<file path="src/rtl/core/mltlb_pkg.sv">
`default_nettype none

package mltlb_pkg;

	// Field widths of the stream items
	localparam int PAGE_W  = 64;
	localparam int STAMP_W = 64;
	localparam int CPU_W   = 2;
	localparam int WAY_O_W = 2;
	localparam int COUNT_W = 3;

	// Configuration register widths and reset values
	localparam int ACPU_W = 3;
	localparam int SETB_W = 4;
	localparam int AWAY_W = 3;
	localparam int CFG_IDX_W  = 2;
	localparam int CFG_DATA_W = 4;

	localparam logic [ACPU_W-1:0] ACPU_RST = 3'd4;
	localparam logic [SETB_W-1:0] SETB_RST = 4'd9;
	localparam logic [AWAY_W-1:0] AWAY_RST = 3'd4;

	// Register indexes
	localparam logic [CFG_IDX_W-1:0] CFG_ACTIVE_CPUS = 2'd0;
	localparam logic [CFG_IDX_W-1:0] CFG_SET_BITS    = 2'd1;
	localparam logic [CFG_IDX_W-1:0] CFG_ACTIVE_WAYS = 2'd2;

	// Operation codes
	localparam logic OP_ACCESS = 1'b0;
	localparam logic OP_INVAL  = 1'b1;

	// Status codes
	localparam logic STATUS_DONE    = 1'b0;
	localparam logic STATUS_BAD_CPU = 1'b1;

endpackage

`default_nettype wire

</file>
<file path="src/rtl/core/mltlb_match.sv">
`default_nettype none

// Compare all active ways of one set row; report the lowest hit way and
// the lowest invalid way.
module mltlb_match #(
	parameter int WAYS = 4
) (
	input  wire logic [WAYS-1:0]                        valid,
	input  wire logic [WAYS-1:0][mltlb_pkg::PAGE_W-1:0] pages,
	input  wire logic [mltlb_pkg::PAGE_W-1:0]           page,
	input  wire logic [mltlb_pkg::AWAY_W-1:0]           ways_eff,
	output logic                                        hit,
	output logic [((WAYS > 1) ? $clog2(WAYS) : 1)-1:0]  hit_way,
	output logic                                        free,
	output logic [((WAYS > 1) ? $clog2(WAYS) : 1)-1:0]  free_way
);

	localparam int WAY_W = (WAYS > 1) ? $clog2(WAYS) : 1;

	always_comb begin
		hit      = 1'b0;
		hit_way  = '0;
		free     = 1'b0;
		free_way = '0;
		// walk down so the lowest way wins
		for (int w = WAYS - 1; w >= 0; w--) begin
			if (w < int'(ways_eff)) begin
				if (valid[w] && (pages[w] == page)) begin
					hit     = 1'b1;
					hit_way = WAY_W'(w);
				end
				if (!valid[w]) begin
					free     = 1'b1;
					free_way = WAY_W'(w);
				end
			end
		end
	end

endmodule

`default_nettype wire

</file>
<file path="config.mk">
export PLATFORM = sky130hd
export DESIGN_NAME = mltlb_match
export DESIGN_NICKNAME = d
export VERILOG_FILES = /design/src/rtl/core/mltlb_pkg.sv /design/src/rtl/core/mltlb_match.sv
export SDC_FILE = /design/constraint.sdc
export NUM_CORES = 1
export LEC_CHECK = 0
export BUFFER_PORTS_ARGS = -buffer_cell sky130_fd_sc_hd__buf_2
export CORE_AREA = 2 2 130 132
export DETAILED_ROUTE_END_ITERATION = 10
export DIE_AREA = 0 0 132 134
export GPL_TIMING_DRIVEN = 0
export PLACE_DENSITY_LB_ADDON = 0.05
export SLEW_MARGIN = 25
export SYNTH_ARGS = -nofsm -noshare
export SYNTH_HDL_FRONTEND = slang
export SYNTH_SLANG_ARGS = --single-unit
</file>
<file path="constraint.sdc">
create_clock -name vclk -period 6.4
set_input_delay 1.6 -clock vclk [all_inputs]
set_output_delay 1.6 -clock vclk [all_outputs]
set_load 0.05 [all_outputs]
</file>
# Yosys cells after proc, flatten, opt, wreduce, memory -nomap -nowiden
# Cells that the tools add are included.
[word_totals]
reg_bits = 0
out_inout_bits = 6
wordCells = 44
in_bits = 327
[op_classes]
n_lt_le_gt_ge = 4
n_mux = 32
reduce_logical = 4
eq_ne = 4
[ops]
columns = ["op", "n"]
rows = [
  ["equality test 64 bit", 4],
  ["2-to-1 mux 2 bit", 16],
  ["2-to-1 mux 1 bit", 16],
  ["< comparator 1 x 3 -> 1 bit (first input constant)", 2],
  ["< comparator 2 x 3 -> 1 bit (first input constant)", 2],
  ["logical AND 1 bit", 4],
]

# Longest topological paths before layout
[depth]
word_depth = 10
depth_mapped = 9

# Worst setup path before layout
# No wires, ideal clock.
[synth_path]
kind = "input -> output"
startpoint = "input page[53] (netlist bit)"
endpoint = "output hit_way[1] (netlist bit)"
t_arrival_ns = 3.735
cell_stages = 8
path_slack_ns = 1.065
required_time_ns = 4.800
cell_sequence = "clkbuf_1 xnor2_1 nand4_1 nor4_1 nand4_1 or4_1 a21oi_1 nor3b_2"
[synth_via]
elab_chain_cells = 10
[synth_rtl]
columns = ["item", "line", "source"]
rows = [
  ["from (decl)", "mltlb_match.sv:10", "input wire logic [mltlb_pkg::PAGE_W-1:0] page,"],
  ["equality test 64 bit", "mltlb_match.sv:28", "if (valid[w] && (pages[w] == page)) begin"],
  ["logical AND 1 bit", "mltlb_match.sv:28", ""],
  ["2-to-1 mux 2 bit", "mltlb_match.sv:28", ""],
  ["2-to-1 mux 2 bit", "mltlb_match.sv:27", "if (w < int'(ways_eff)) begin"],
  ["2-to-1 mux 2 bit", "mltlb_match.sv:28", ""],
  ["2-to-1 mux 2 bit", "mltlb_match.sv:27", ""],
  ["2-to-1 mux 2 bit", "mltlb_match.sv:28", ""],
  ["2-to-1 mux 2 bit", "mltlb_match.sv:27", ""],
  ["2-to-1 mux 2 bit", "mltlb_match.sv:28", ""],
  ["2-to-1 mux 2 bit (*)", "mltlb_match.sv:27", ""],
  ["to (decl)", "mltlb_match.sv:13", "output logic [((WAYS > 1) ? $clog2(WAYS) : 1)-1:0] hit_way,"],
]
# Mark *: on every way between the ends. The rest lies on a longest branch, timed or not.

# Final worst setup path
[layout_path]
startpoint = "input page[21] (netlist bit)"
endpoint = "output hit"
[layout_via]
elab_chain_cells = 10
[layout_rtl]
columns = ["item", "line", "source"]
rows = [
  ["equality test 64 bit", "mltlb_match.sv:28", ""],
  ["logical AND 1 bit", "mltlb_match.sv:28", ""],
  ["2-to-1 mux 1 bit", "mltlb_match.sv:28", ""],
  ["2-to-1 mux 1 bit", "mltlb_match.sv:27", ""],
  ["2-to-1 mux 1 bit", "mltlb_match.sv:28", ""],
  ["2-to-1 mux 1 bit", "mltlb_match.sv:27", ""],
  ["2-to-1 mux 1 bit", "mltlb_match.sv:28", ""],
  ["2-to-1 mux 1 bit", "mltlb_match.sv:27", ""],
  ["2-to-1 mux 1 bit", "mltlb_match.sv:28", ""],
  ["2-to-1 mux 1 bit (*)", "mltlb_match.sv:27", ""],
  ["to (decl)", "mltlb_match.sv:12", "output logic hit,"],
]
# Marks and branches as above.

==> impl_metrics.xml <==
<?xml version="1.0" encoding="UTF-8"?>
<metrics>
  <group name="floorplanning">
    <metric name="die_h" unit="um">134</metric>
    <metric name="initial_core_util" unit="%">19.29</metric>
    <metric name="die-area" unit="um2">17690</metric>
    <metric name="floorplan.rows" unit="">47</metric>
    <metric name="dieWidth" unit="um">132</metric>
    <metric name="core_area" unit="um2">16290</metric>
    <metric name="ios" unit="">333</metric>
  </group>
  <group name="grt">
    <metric name="first_global_vias" unit="">4921</metric>
    <metric name="antenna_found_initial" unit="">2</metric>
    <metric name="wire_length_of_the_first_global_routing_pass" unit="mm">30.63</metric>
    <metric name="grt_overflow" unit="">0</metric>
    <metric name="grt.total_usage" unit="%">23.59</metric>
    <metric name="grt_max_degree" unit="">7</metric>
  </group>
  <group name="sta">
    <metric name="slew_headroom" unit="%">31.72</metric>
    <metric name="fin_setup_tns" unit="ns">0</metric>
    <metric name="whs" unit="ns">3.640</metric>
    <metric name="timing.final.crit_period" unit="ns">6.086</metric>
    <metric name="worst-slew-pin-transition" unit="ns">1.015</metric>
    <metric name="fmax" unit="MHz">164.3</metric>
    <metric name="finalHoldViolCount" unit="">0</metric>
    <metric name="rsz0062_at_grt" unit="">false</metric>
    <metric name="final_max_slew_viol_count" unit="">0</metric>
    <metric name="timing.final.setup_violations" unit="">0</metric>
    <metric name="final_min_period_over_clock_period" unit="%">95.10</metric>
  </group>
  <group name="worst_hold_path">
    <metric name="min_path_type" unit="">in -&gt; out</metric>
  </group>
  <group name="run">
    <metric name="timing.max_cap.violations" unit="">0</metric>
  </group>
  <group name="final_layout">
    <metric name="mostFrequentLayoutCell" unit="">sky130_fd_sc_hd__buf_2</metric>
    <metric name="fillers" unit="">1923</metric>
    <metric name="final_cell_area" unit="um2">5019</metric>
    <metric name="numSequentialCells" unit="">0</metric>
    <metric name="layout.nets" unit="">1084</metric>
    <metric name="area.growth.synth_to_final" unit="%">59.74</metric>
    <metric name="layout.area.seq" unit="um2">0</metric>
    <metric name="drive_above_1_share" unit="%">43.71</metric>
    <metric name="most-common-layout-cells" unit="">sky130_fd_sc_hd__buf_2 (322), sky130_fd_sc_hd__xnor2_1 (104), sky130_fd_sc_hd__xor2_1 (89)</metric>
    <metric name="area_of_the_multi_input_gates" unit="um2">2893</metric>
    <metric name="num-clock-buffers" unit="">0</metric>
    <metric name="layout.cells.non_filler" unit="">977</metric>
  </group>
  <group name="logic_synthesis">
    <metric name="synth-seq-area-share" unit="%">0</metric>
    <metric name="syn-mean-instance-area" unit="um2">7.206</metric>
    <metric name="synth_nets" unit="">763</metric>
    <metric name="yosys.cell_types.count" unit="">38</metric>
    <metric name="synthesis.area" unit="um2">3142</metric>
    <metric name="synthCells" unit="">436</metric>
    <metric name="yosys_warnings" unit="">0</metric>
  </group>
  <group name="placement">
    <metric name="place_area" unit="um2">5014</metric>
    <metric name="post-place-cells" unit="">975</metric>
    <metric name="place.port_buffers" unit="">319</metric>
    <metric name="place.detailed.hpwl" unit="mm">20.06</metric>
    <metric name="place_congestion" unit="">0.8649</metric>
  </group>
  <group name="routing">
    <metric name="route.final.wire_length" unit="mm">21.84</metric>
    <metric name="detailroute.wirelength.met2" unit="mm">11.04</metric>
    <metric name="postRouteAntennaNets" unit="">0</metric>
    <metric name="drt-vias-per-instance" unit="">4.582</metric>
    <metric name="wl_met3" unit="mm">1.768</metric>
    <metric name="post_detailed_route_wirelength_per_cell" unit="um">22.35</metric>
    <metric name="highest-signal-layer" unit="">met4</metric>
    <metric name="drt-pass1-iter-count" unit="">4</metric>
    <metric name="routed-via-count" unit="">4477</metric>
    <metric name="drt_drc_violations_left" unit="">0</metric>
    <metric name="detailedRoute.firstIterationViolations" unit="">215</metric>
    <metric name="wl_met1" unit="mm">8.679</metric>
  </group>
  <group name="setup_path">
    <metric name="arrival" unit="ns">4.49</metric>
    <metric name="setup.worst_path.end_class" unit="">output pin</metric>
    <metric name="cp-start-kind" unit="">input pin</metric>
    <metric name="critPathRequiredTime" unit="ns">4.80</metric>
    <metric name="critical_path.max_fanout" unit="">5</metric>
    <metric name="critPathKind" unit="">in -&gt; out</metric>
  </group>
  <group name="cts">
    <metric name="postCtsSetupRepairBufs" unit="">0</metric>
    <metric name="cts-resized-gates" unit="">0</metric>
    <metric name="postCtsHoldBufs" unit="">0</metric>
  </group>
  <group name="run_status">
    <metric name="status" unit="">complete, no violations</metric>
  </group>
  <group name="power">
    <metric name="pwr_density_cell" unit="nW/um2">68.74</metric>
    <metric name="irDropWorstVdd" unit="V">0.00002530</metric>
    <metric name="power.static_leakage" unit="nW">2.398</metric>
  </group>
</metrics>
-- final timing paths --
check / start / slack (ns) / depth (start not counted) / end
worst max-delay path: page[21] / 0.31 / 9 / hit
worst min-delay path: valid[1] / 3.64 / 4 / free_way[1]
-- worst max-delay path, stage by stage --
cell and delay, ns:
sky130_fd_sc_hd__clkbuf_1 0.42, sky130_fd_sc_hd__xnor2_1 0.18, sky130_fd_sc_hd__nand4_1 0.11, sky130_fd_sc_hd__nor4_1 0.50, sky130_fd_sc_hd__nand4_1 0.25, sky130_fd_sc_hd__nor4_1 0.82, sky130_fd_sc_hd__nor3_1 0.17, sky130_fd_sc_hd__o21ai_2 0.17
sky130_fd_sc_hd__buf_2 0.28
-- cells by family (layout without fill, tap and decap cells) --
family | after synthesis | count (layout) | share of synthesized area [%]
xor gates and xnor gates | 193 | 193 | 53.80
other | 0 | 2 | 0
AOI/OAI and AO/OA | 69 | 69 | 17.24
and+or+nand+nor | 109 | 109 | 21.03
buffers and inverters | 65 | 384 | 7.925
-- Yosys cell counts, drive strengths merged --
master     n  area (um2)
a32oi      1       8.760
or2        1       6.260
a222oi     2       20.02
a221o      2       20.02
or4        4       30.03
nor2       6       22.52
nand2      9       33.78
a22o       9       78.83
nor3       7       35.03
nand2b     8       50.05
or2b       2       15.01
xnor2    104       910.9
o21ai      4       23.77
clkbuf    11       42.54
a31oi      1       6.260
a221oi     8       70.07
xor2      89       779.5
nor4      31       206.4
nand3      2       10.01
nand4     33       206.5
o2111ai    8       70.07
a22oi      1       7.510
inv       51       191.4
and2       1       6.260
nor3b      2       20.02
a21oi      4       20.02
buf        3       15.01
and3       1       6.260
o221ai     3       26.28
a2bb2oi    1       8.760
o22ai     15       93.84
nor2b      2       12.51
o2bb2ai   10       87.58
-- power by group --
part	internal (W)	leakage, nW	total, W	switching (W)
sequential	0	0	0	0
combinational	0.000165	2.40	0.000345	0.000180
clock	0.0000000000418	0.0000127	0.0000000000418	0
total	0.000165	2.40	0.000345	0.000180
-- through the flow --
stage	util [%]	total power, W	setup WS [ns]
after floorplan	-	0.0001542	1.065
after global placement	30.78	0.0003443	0.4040
after detailed placement	30.78	0.0003464	0.3808
after CTS	30.78	0.0003484	0.3738
after global routing	30.81	0.0003756	0.2415
final	30.81	0.0003450	0.3135
-- cell type report --
type | instances | area share [%]
buffer | 14 | 1.147
tap | 220 | 5.485
antenna | 2 | 0.09973
inverter | 51 | 3.815
multi-input combinational | 371 | 57.64
timing repair buffer | 319 | 31.81
-- layer usage --
| layer | vias up | global-route usage, % |
|---|---|---|
| met4 | 0 | 3.442 |
| met5 | - | 0 |
| met1 | 2036 | 28.05 |
| li1 | 2194 | - |
| met2 | 232 | 45.02 |
| met3 | 15 | 4.006 |
Note: power is estimated with default switching activity, not from simulation.
